File: config.mk
export PLATFORM = sky130hd
export DESIGN_NAME = linear_motion_interpolator
export DESIGN_NICKNAME = d
export VERILOG_FILES = /design/src/lmi_pkg.sv /design/src/linear_motion_interpolator.sv
export SDC_FILE = /design/constraint.sdc
export NUM_CORES = 2
export LEC_CHECK = 0
export ABC_CLOCK_PERIOD_IN_PS = 21900
export BUFFER_PORTS_ARGS = -buffer_cell sky130_fd_sc_hd__buf_2
export CAP_MARGIN = 5
export CORE_UTILIZATION = 39
export CTS_BUF_LIST = sky130_fd_sc_hd__clkbuf_8
export DETAILED_ROUTE_END_ITERATION = 8
export SYNTH_ARGS = -nofsm -noshare
export SYNTH_HDL_FRONTEND = slang
export SYNTH_SLANG_ARGS = --single-unit
File: constraint.sdc
create_clock -name i_clk -period 21.9 [get_ports i_clk]
set_input_delay 4.38 -clock i_clk [delete_from_list [all_inputs] [get_ports i_clk]]
set_output_delay 4.38 -clock i_clk [all_outputs]
set_load 0.02 [all_outputs]
File: src/lmi_pkg.sv
// Shared types and constants for the linear motion interpolator.
// No dependencies.
package lmi_pkg;

    localparam int COORD_W    = 24;  // coordinate, 1/1024 mm
    localparam int DELTA_W    = 25;  // difference of two coordinates
    localparam int SPEED_W    = 16;  // Q2.14 speed factor
    localparam int CFG_W      = 16;
    localparam int SQ_W       = 50;  // sum of three squared deltas
    localparam int ROOT_W     = 25;  // isqrt of SQ_W bits
    localparam int SPEED_FRAC = 14;
    localparam int STEP_W     = 32;  // max_increment * speed_factor

    localparam logic [CFG_W-1:0] MAX_INC_RST   = 16'd1818;
    localparam logic [CFG_W-1:0] MIN_SPEED_RST = 16'd164;

    typedef enum logic [2:0] {
        STAT_POINT  = 3'd0,
        STAT_IDLE   = 3'd1,
        STAT_QUEUED = 3'd2,
        STAT_SLOW   = 3'd3,
        STAT_FULL   = 3'd4
    } t_status;

    typedef enum logic {
        OP_TICK   = 1'b0,
        OP_TARGET = 1'b1
    } t_op;

    typedef enum logic {
        CFG_MAX_INC   = 1'b0,
        CFG_MIN_SPEED = 1'b1
    } t_cfg_idx;

    typedef struct packed {
        logic [SPEED_W-1:0] speed;
        logic [COORD_W-1:0] z;
        logic [COORD_W-1:0] y;
        logic [COORD_W-1:0] x;
    } t_target;

endpackage

File: src/linear_motion_interpolator.sv
// Linear motion interpolator top level: target queue, segment setup sequencer
// and point generator. Depends on lmi_pkg.
//
// Usage:
//  - Slave stream carries requests: tuser[0] = operation (0 tick, 1 target),
//    tdata = target x, y, z and speed factor. Master stream returns one result
//    per request: tuser = status, tdata = point x, y, z, tlast = last point.
//  - Config channel writes max_increment (index 0) and min_speed (index 1);
//    always ready, meant to be used only while the block is idle.
//  - Targets and ticks inside a running segment: result registered at the
//    accept edge, so a request can be taken every cycle while the receiver keeps up.
//  - A tick that opens a segment runs the setup sequencer: the delta, the shared
//    multiplier (three squares, step length), the square root, then restoring
//    division for the step count and for each of three offsets (quotient width
//    DW = max(FRACTION_BITS + 25, 39), 41 by default), and the point issue,
//    which waits while a result is still held for the receiver. A zero step
//    count skips the offsets.
//  - Not ready while setting up, or while a result waits on a stalled receiver.
//  - Reset returns to the origin with an empty queue and register defaults;
//    queue contents need no clearing.
module linear_motion_interpolator #(
    parameter int QUEUE_DEPTH     = 16,
    parameter int FRACTION_BITS   = 16,
    parameter int STEP_COUNT_BITS = 22
) (
    input  logic        i_clk,
    input  logic        i_rst_n,
    // request stream
    input  logic        s_axis_tvalid,
    output logic        s_axis_tready,
    input  logic [87:0] s_axis_tdata,   // target_x, target_y, target_z, speed_factor
    input  logic [0:0]  s_axis_tuser,   // operation
    // result stream
    output logic        m_axis_tvalid,
    input  logic        m_axis_tready,
    output logic [71:0] m_axis_tdata,   // point_x, point_y, point_z
    output logic [2:0]  m_axis_tuser,   // status
    output logic        m_axis_tlast,   // last_point
    // config writes
    input  logic        i_cfg_valid,
    output logic        o_cfg_ready,
    input  logic [0:0]  i_cfg_index,
    input  logic [15:0] i_cfg_data
);

    localparam int QW   = (QUEUE_DEPTH > 1) ? $clog2(QUEUE_DEPTH) : 1;
    localparam int CNTW = $clog2(QUEUE_DEPTH + 1);
    localparam int F    = FRACTION_BITS;
    localparam int DW   = (F + lmi_pkg::DELTA_W > lmi_pkg::ROOT_W + lmi_pkg::SPEED_FRAC)
                        ? F + lmi_pkg::DELTA_W : lmi_pkg::ROOT_W + lmi_pkg::SPEED_FRAC;
    localparam int OFW  = F + lmi_pkg::DELTA_W + 1;   // position / offset width
    localparam int ITW  = $clog2(DW + 1);
    localparam int SCB  = STEP_COUNT_BITS;
    localparam int RW   = lmi_pkg::STEP_W + 1;        // divider remainder
    localparam int SRW  = lmi_pkg::ROOT_W + 3;        // sqrt remainder

    typedef enum logic [2:0] {
        S_IDLE, S_DELTA, S_SQ, S_SQRT, S_DIVC, S_DIVO, S_FIN
    } t_state;

    t_state r_state;

    // config
    logic [lmi_pkg::CFG_W-1:0] r_max_inc, r_min_speed;

    // queue
    lmi_pkg::t_target r_mem [QUEUE_DEPTH];
    lmi_pkg::t_target r_rd;
    logic [QW-1:0]    r_head;
    logic [CNTW-1:0]  r_qcount;

    // segment state
    logic signed [lmi_pkg::COORD_W-1:0] r_end [3];
    logic signed [OFW-1:0]              r_cur [3];
    logic signed [OFW-1:0]              r_off [3];
    logic signed [lmi_pkg::DELTA_W-1:0] r_d   [3];
    logic [SCB-1:0]                     r_steps;
    logic                               r_active;

    // shared units
    logic [ITW-1:0]                  r_cnt;
    logic [1:0]                      r_axis;
    logic [lmi_pkg::SQ_W-1:0]        r_prod, r_acc, r_rad;
    logic [lmi_pkg::STEP_W-1:0]      r_step, r_div;
    logic [lmi_pkg::ROOT_W-1:0]      r_root;
    logic [SRW-1:0]                  r_srem;
    logic [RW-1:0]                   r_rem;
    logic [DW-1:0]                   r_quo;

    // result register
    logic                          r_ov, r_last;
    logic [2:0]                    r_status;
    logic [lmi_pkg::COORD_W-1:0]   r_pt [3];

    // ---------------------------------------------------------------
    // combinational helpers
    logic in_acc, out_free;
    lmi_pkg::t_target in_tgt;
    assign in_tgt   = s_axis_tdata;
    assign out_free = !r_ov || m_axis_tready;
    assign s_axis_tready = (r_state == S_IDLE) && out_free;
    assign in_acc   = s_axis_tvalid && s_axis_tready;
    assign o_cfg_ready = 1'b1;

    // tail slot of the queue
    logic [CNTW:0]  tail_sum;
    logic [QW-1:0]  tail;
    assign tail_sum = (CNTW + 1)'(r_head) + (CNTW + 1)'(r_qcount);
    assign tail = (tail_sum >= (CNTW + 1)'(QUEUE_DEPTH))
                ? QW'(tail_sum - (CNTW + 1)'(QUEUE_DEPTH)) : QW'(tail_sum);

    logic [QW-1:0] n_head;
    assign n_head = (r_head == QW'(QUEUE_DEPTH - 1)) ? '0 : r_head + 1'b1;

    // magnitudes of the deltas
    logic [lmi_pkg::DELTA_W-1:0] dmag [3];
    always_comb begin
        for (int a = 0; a < 3; a++) begin
            dmag[a] = r_d[a][lmi_pkg::DELTA_W-1] ? lmi_pkg::DELTA_W'(-r_d[a])
                                                 : lmi_pkg::DELTA_W'(r_d[a]);
        end
    end

    // shared multiplier
    logic [lmi_pkg::DELTA_W-1:0] mul_a, mul_b;
    always_comb begin
        unique case (r_cnt[1:0])
            2'd0:    begin mul_a = dmag[0]; mul_b = dmag[0]; end
            2'd1:    begin mul_a = dmag[1]; mul_b = dmag[1]; end
            2'd2:    begin mul_a = dmag[2]; mul_b = dmag[2]; end
            default: begin
                mul_a = lmi_pkg::DELTA_W'(r_max_inc);
                mul_b = lmi_pkg::DELTA_W'(r_rd.speed);
            end
        endcase
    end

    // square root step
    logic [SRW-1:0] sq_t, sq_trial;
    logic           sq_ge;
    logic [lmi_pkg::ROOT_W-1:0] n_root;
    assign sq_t     = {r_srem[SRW-3:0], r_rad[lmi_pkg::SQ_W-1 -: 2]};
    assign sq_trial = {1'b0, r_root, 2'b01};
    assign sq_ge    = sq_t >= sq_trial;
    assign n_root   = {r_root[lmi_pkg::ROOT_W-2:0], sq_ge};

    // restoring divider step
    logic [RW-1:0] dv_t;
    logic          dv_ge;
    logic [DW-1:0] n_quo;
    assign dv_t  = {r_rem[RW-2:0], r_quo[DW-1]};
    assign dv_ge = dv_t >= {1'b0, r_div};
    assign n_quo = {r_quo[DW-2:0], dv_ge};

    logic [SCB-1:0] n_count;
    assign n_count = (|n_quo[DW-1:SCB]) ? '1 : n_quo[SCB-1:0];

    // one point of the running segment
    logic signed [OFW-1:0] n_cur [3];
    always_comb begin
        for (int a = 0; a < 3; a++) n_cur[a] = r_cur[a] + r_off[a];
    end

    // ---------------------------------------------------------------
    // head entry is latched while idle and held through setup
    always_ff @(posedge i_clk) begin
        if (r_state == S_IDLE) r_rd <= r_mem[r_head];
        if (in_acc && s_axis_tuser[0] == lmi_pkg::OP_TARGET
            && in_tgt.speed >= r_min_speed && r_qcount < CNTW'(QUEUE_DEPTH)) begin
            r_mem[tail] <= in_tgt;
        end
    end

    always_ff @(posedge i_clk) begin
        if (!i_rst_n) begin
            r_state     <= S_IDLE;
            r_max_inc   <= lmi_pkg::MAX_INC_RST;
            r_min_speed <= lmi_pkg::MIN_SPEED_RST;
            r_head      <= '0;
            r_qcount    <= '0;
            r_active    <= 1'b0;
            r_steps     <= '0;
            r_ov        <= 1'b0;
            for (int a = 0; a < 3; a++) begin
                r_end[a] <= '0;
                r_cur[a] <= '0;
                r_off[a] <= '0;
            end
        end else begin
            if (i_cfg_valid) begin
                if (i_cfg_index == lmi_pkg::CFG_MAX_INC) r_max_inc <= i_cfg_data;
                else                                     r_min_speed <= i_cfg_data;
            end
            if (m_axis_tready) r_ov <= 1'b0;

            unique case (r_state)
                S_IDLE: begin
                    if (in_acc) begin
                        r_ov <= 1'b1;
                        r_last <= 1'b0;
                        for (int a = 0; a < 3; a++) r_pt[a] <= '0;
                        if (s_axis_tuser[0] == lmi_pkg::OP_TARGET) begin
                            if (in_tgt.speed < r_min_speed) begin
                                r_status <= lmi_pkg::STAT_SLOW;
                            end else if (r_qcount >= CNTW'(QUEUE_DEPTH)) begin
                                r_status <= lmi_pkg::STAT_FULL;
                            end else begin
                                r_qcount <= r_qcount + 1'b1;
                                r_status <= lmi_pkg::STAT_QUEUED;
                            end
                        end else if (r_active) begin
                            r_status <= lmi_pkg::STAT_POINT;
                            if (r_steps != '0) begin
                                r_steps <= r_steps - 1'b1;
                                for (int a = 0; a < 3; a++) begin
                                    r_cur[a] <= n_cur[a];
                                    r_pt[a]  <= n_cur[a][F +: lmi_pkg::COORD_W];
                                end
                            end else begin
                                for (int a = 0; a < 3; a++) r_pt[a] <= r_end[a];
                                r_last   <= 1'b1;
                                r_active <= 1'b0;
                            end
                        end else if (r_qcount != '0) begin
                            // segment opens; result comes out of the sequencer
                            r_ov     <= 1'b0;
                            r_head   <= n_head;
                            r_qcount <= r_qcount - 1'b1;
                            r_state  <= S_DELTA;
                        end else begin
                            r_status <= lmi_pkg::STAT_IDLE;
                        end
                    end
                end
                S_DELTA: begin
                    r_d[0] <= lmi_pkg::DELTA_W'($signed(r_rd.x)) - lmi_pkg::DELTA_W'(r_end[0]);
                    r_d[1] <= lmi_pkg::DELTA_W'($signed(r_rd.y)) - lmi_pkg::DELTA_W'(r_end[1]);
                    r_d[2] <= lmi_pkg::DELTA_W'($signed(r_rd.z)) - lmi_pkg::DELTA_W'(r_end[2]);
                    for (int a = 0; a < 3; a++) begin
                        r_cur[a] <= OFW'(r_end[a]) <<< F;
                    end
                    r_end[0] <= r_rd.x;
                    r_end[1] <= r_rd.y;
                    r_end[2] <= r_rd.z;
                    r_active <= 1'b1;
                    r_acc    <= '0;
                    r_cnt    <= '0;
                    r_state  <= S_SQ;
                end
                S_SQ: begin
                    r_prod <= lmi_pkg::SQ_W'(mul_a * mul_b);
                    r_cnt  <= r_cnt + 1'b1;
                    if (r_cnt >= ITW'(1) && r_cnt <= ITW'(3)) r_acc <= r_acc + r_prod;
                    if (r_cnt == ITW'(4)) begin
                        r_step  <= r_prod[lmi_pkg::STEP_W-1:0];
                        r_rad   <= r_acc;
                        r_root  <= '0;
                        r_srem  <= '0;
                        r_cnt   <= '0;
                        r_state <= S_SQRT;
                    end
                end
                S_SQRT: begin
                    r_srem <= sq_ge ? sq_t - sq_trial : sq_t;
                    r_root <= n_root;
                    r_rad  <= r_rad << 2;
                    r_cnt  <= r_cnt + 1'b1;
                    if (r_cnt == ITW'(lmi_pkg::ROOT_W - 1)) begin
                        r_quo   <= DW'({n_root, lmi_pkg::SPEED_FRAC'(0)});
                        r_div   <= r_step;  // zero divisor gives all ones
                        r_rem   <= '0;
                        r_cnt   <= '0;
                        r_state <= S_DIVC;
                    end
                end
                S_DIVC, S_DIVO: begin
                    r_rem <= dv_ge ? dv_t - {1'b0, r_div} : dv_t;
                    r_quo <= n_quo;
                    r_cnt <= r_cnt + 1'b1;
                    if (r_cnt == ITW'(DW - 1)) begin
                        r_cnt <= '0;
                        r_rem <= '0;
                        if (r_state == S_DIVC) begin
                            r_steps <= n_count;
                            r_div   <= lmi_pkg::STEP_W'(n_count);
                            r_axis  <= 2'd0;
                            r_quo   <= DW'({dmag[0], F'(0)});
                            if (n_count == '0) begin
                                for (int a = 0; a < 3; a++) r_off[a] <= '0;
                                r_state <= S_FIN;
                            end else begin
                                r_state <= S_DIVO;
                            end
                        end else begin
                            r_off[r_axis] <= r_d[r_axis][lmi_pkg::DELTA_W-1]
                                           ? -OFW'(n_quo) : OFW'(n_quo);
                            if (r_axis == 2'd2) begin
                                r_state <= S_FIN;
                            end else begin
                                r_axis <= r_axis + 1'b1;
                                r_quo  <= DW'({dmag[r_axis + 1'b1], F'(0)});
                            end
                        end
                    end
                end
                S_FIN: begin
                    if (out_free) begin
                        r_ov     <= 1'b1;
                        r_status <= lmi_pkg::STAT_POINT;
                        r_state  <= S_IDLE;
                        if (r_steps != '0) begin
                            r_last  <= 1'b0;
                            r_steps <= r_steps - 1'b1;
                            for (int a = 0; a < 3; a++) begin
                                r_cur[a] <= n_cur[a];
                                r_pt[a]  <= n_cur[a][F +: lmi_pkg::COORD_W];
                            end
                        end else begin
                            for (int a = 0; a < 3; a++) r_pt[a] <= r_end[a];
                            r_last   <= 1'b1;
                            r_active <= 1'b0;
                        end
                    end
                end
                default: r_state <= S_IDLE;
            endcase
        end
    end

    assign m_axis_tvalid = r_ov;
    assign m_axis_tuser  = r_status;
    assign m_axis_tlast  = r_last;
    assign m_axis_tdata  = {r_pt[2], r_pt[1], r_pt[0]};

`ifndef SYNTH
    a_busy_not_ready: assert property (@(posedge i_clk) disable iff (!i_rst_n)
        (r_state != S_IDLE) |-> !s_axis_tready)
        else $error("ready during segment setup");
    a_queue_bound: assert property (@(posedge i_clk) disable iff (!i_rst_n)
        r_qcount <= CNTW'(QUEUE_DEPTH))
        else $error("queue count past depth");
    a_steps_need_active: assert property (@(posedge i_clk) disable iff (!i_rst_n)
        (r_steps != '0) |-> r_active)
        else $error("steps left on an idle segment");
    a_queue_push: assert property (@(posedge i_clk) disable iff (!i_rst_n)
        (in_acc && s_axis_tuser[0] == lmi_pkg::OP_TARGET && in_tgt.speed >= r_min_speed
         && r_qcount < CNTW'(QUEUE_DEPTH)) |=> (r_qcount == $past(r_qcount) + 1'b1))
        else $error("queued target not counted");
`endif

endmodule

==> reports/results.ini <==
[setup_path]
crit_top_cell = fa_1
cp-end-kind = register
crit_slowest_cell = a21oi_2
cp-endpoint = r_prod[34]
critPathBufInv = 4
reg2reg_depth = 32
critPathLaunch = r_d[0][0]
r2r_setup_slack_ns = 11.07
cp_max_fo = 16
cp.depth = 32
r2r_end = r_prod[34]
critPathKind = register to register
reg2reg_from = r_d[0][0]
arrival_ns = 11.63
worstPathRequired_ns = 22.70
cpPeakStageDelay_ns = 0.95
cpLargestDelayFamily = adder cells
startpoint_type = register

[die]
die_h_um = 575
fp-row-count = 209
die_x_um = 575
ios = 190
coreArea_mm2 = 0.325
die_area_mm2 = 0.330
start_util_pct = 39.3

[worst_hold_path]
hold_class = register to register

[clock_network]
cts_sinks = 2375
clk_pin_slew_ns = 0.07
cts_made_buffers = 397
ctsResizeCount = 0
clock_path_buffers = 4
cts_tree = done
insertion_delay_ns = 1.14
cts_hold_buf = 0
clock-root-buffer = clkbuf_8
cts_setup_buffers = 0
htree_levels = 5

[timing]
tns_ns = 0
worst_pin_slew_ns = 1.31
hold_slack_ns = 0.455
setup-violations-final = 0
rsz0062_at_grt = no
min_period_ns = 10.83
fmax_mhz = 92.3
fin_worst_skew_ns = 0.126
hold_viol = 0
period_share_pct = 49.4
relSlewSlack_pct = 11.5
drv_slew = 0

[outcome]
status = finished clean

[placed_design]
portBuffers = 188
hpwlAfterDp_um = 249000
dp_cells = 14000
place_congestion = 0.958

[detailed_routing]
routedWlPerCell_um = 25.0
detail_route.first_pass.iterations = 7
vias_per_cell = 5.52
drtIter0Drc = 7669
ant_nets = 0
drt-total-wl_um = 368000
drc = 0
vias = 81300

[yosys]
synth_top_family_by_area = adder cells
yosys.area.top_type = edfxtp_1
async_flop_share_pct = 0
synthAdderAreaFrac_pct = 13.1
ys_types = 98
synth_compound_area_share_pct = 7.68
synth_warnings = 0
syn_nets = 10900
ys_seq_area_share_pct = 55.2
synth_mux_area_share_pct = 8.35
syn_inst = 9738
synth_flop_cell = edfxtp_1
synthTopCellsByArea = edfxtp_1, fa_1, mux4_2, ha_1, nand2_1
synth_edf_count = 2305
yosys.area_share.simple_pct = 8.98
syn_area_per_cell_um2 = 13.1
syn-cell-area_mm2 = 0.128
synth-xor-area-share_pct = 2.65
ys_ff_latch = 2375
yosysTopAreaCellShare_pct = 54.1

[final_layout]
fin_util_pct = 43.6
syn2layout_area_growth_pct = 10.7
drive_above_1_share_pct = 13.3
final_nets = 11200
fill_cells = 29600
fin_cells = 14700

[grt]
grt_antenna_before_repair = 74
grt_max_degree = 144
grt_pass1_vias = 81900
grtUsageTotal_pct = 21.9
overflow = 0
grt_pass1_wl_um = 541000

[job]
drv_cap = 0

## stage by stage
step | instance area [µm²] | worst slack [ns]
global route | 142000 | 10.69
CTS | 142000 | 11.27
detailed placement | 134000 | 11.33
floorplan | 128000 | 11.34
global placement | 134000 | 11.51
finish | 142000 | 11.07
## routing by layer
metal	GRT usage, %	up-vias	wire [µm]	share of wire [%]
li1	-	36000	-	-
met1	30.1	41600	157000	43
met2	35.1	2931	171000	46
met3	4.20	606	28200	7.7
met4	6.83	52	11300	3.1
met5	0	-	322	0.088
## worst reg2reg max path: cells and delay by family (launching register included)
kind,cells,cell delay (ns)
compound gates,10,3.60
xor+xnor,2,0.42
fa+ha+maj,9,3.69
buf+inv,4,0.26
flops,1,0.43
simple gates,7,2.09
## cell families (layout without fill, tap and decap cells)
group	Yosys count	after routing
simple gates	2538	2538
flops	2375	2375
compound gates	1526	1526
buf+inv	1360	1997
fa+ha+maj	1033	1033
mux	517	517
xor+xnor	388	388
other cells	1	16
## synthesized netlist by cell type, types with 70 or more instances
cell	instances
nor2_1	751
ha_1	513
clkbuf_1	293
nand2_1	989
a21o_1	187
fa_1	520
nand3_1	105
dfxtp_1	70
xor2_1	128
edfxtp_1	2305
a21oi_1	465
and2_1	149
mux4_2	440
o21ai_0	288
mux2i_1	73
xnor2_1	260
or3_1	78
inv_1	979
nor3_1	107
## registers in the layout, indices dropped and copies added (netlist names), 25 cells and up, named ones only
name	flops
r_mem	1408
r_cur	120
r_off	120
r_rd	88
r_d	75
r_end	72
r_pt	72
r_acc	50
r_prod	50
r_rad	50
r_quo	41
r_div	32
r_rem	32
r_step	32
r_srem	26
r_root	25
## placed cells by master (no fill, tap or decap), drive strengths merged, types with 63 or more instances in the layout
cell type,synthesis,layout
ha,513,513
mux4,440,440
edfxtp,2305,2305
o21ai,297,297
a21o,187,187
dfxtp,70,70
nor3,109,109
xnor2,260,260
and2,150,150
clkbuf,293,402
a21oi,465,465
buf,80,313
clkinv,0,132
nand2b,66,66
inv,987,1122
nor2,753,753
or3,78,78
mux2i,73,73
o21a,63,63
xor2,128,128
nand3,105,105
a211oi,63,63
nand2,989,989
fa,520,520
## worst min-delay path by stage
| stage | start | cells past startpoint | endpoint | slack, ns |
|---|---|---|---|---|
| finish | r_min_speed[9] | 2 | r_min_speed[9] | 0.45 |
| global route | r_min_speed[11] | 2 | r_min_speed[11] | 0.48 |
| CTS | r_max_inc[11] | 2 | r_max_inc[11] | 0.46 |
| detailed placement | r_max_inc[11] | 2 | r_max_inc[11] | 0.45 |
| global placement | r_max_inc[11] | 2 | r_max_inc[11] | 0.44 |
| floorplan | r_max_inc[2] | 2 | r_max_inc[2] | 0.43 |
## area by class of cell
class | count | area (µm²) | share of cell area [%]
multi-input combinational | 6003 | 52500 | 37.1
sequential | 2375 | 70600 | 49.8
clock inverter | 295 | 1900 | 1.34
antenna | 15 | 37.5 | 0.0265
inverter | 987 | 3710 | 2.62
clock buffer | 402 | 5530 | 3.90
timing repair buffer | 313 | 1980 | 1.40
tap | 4325 | 5410 | 3.82
Power is not shown: default switching activity piles up to over one toggle a cycle in this logic, so the estimate is an artifact.
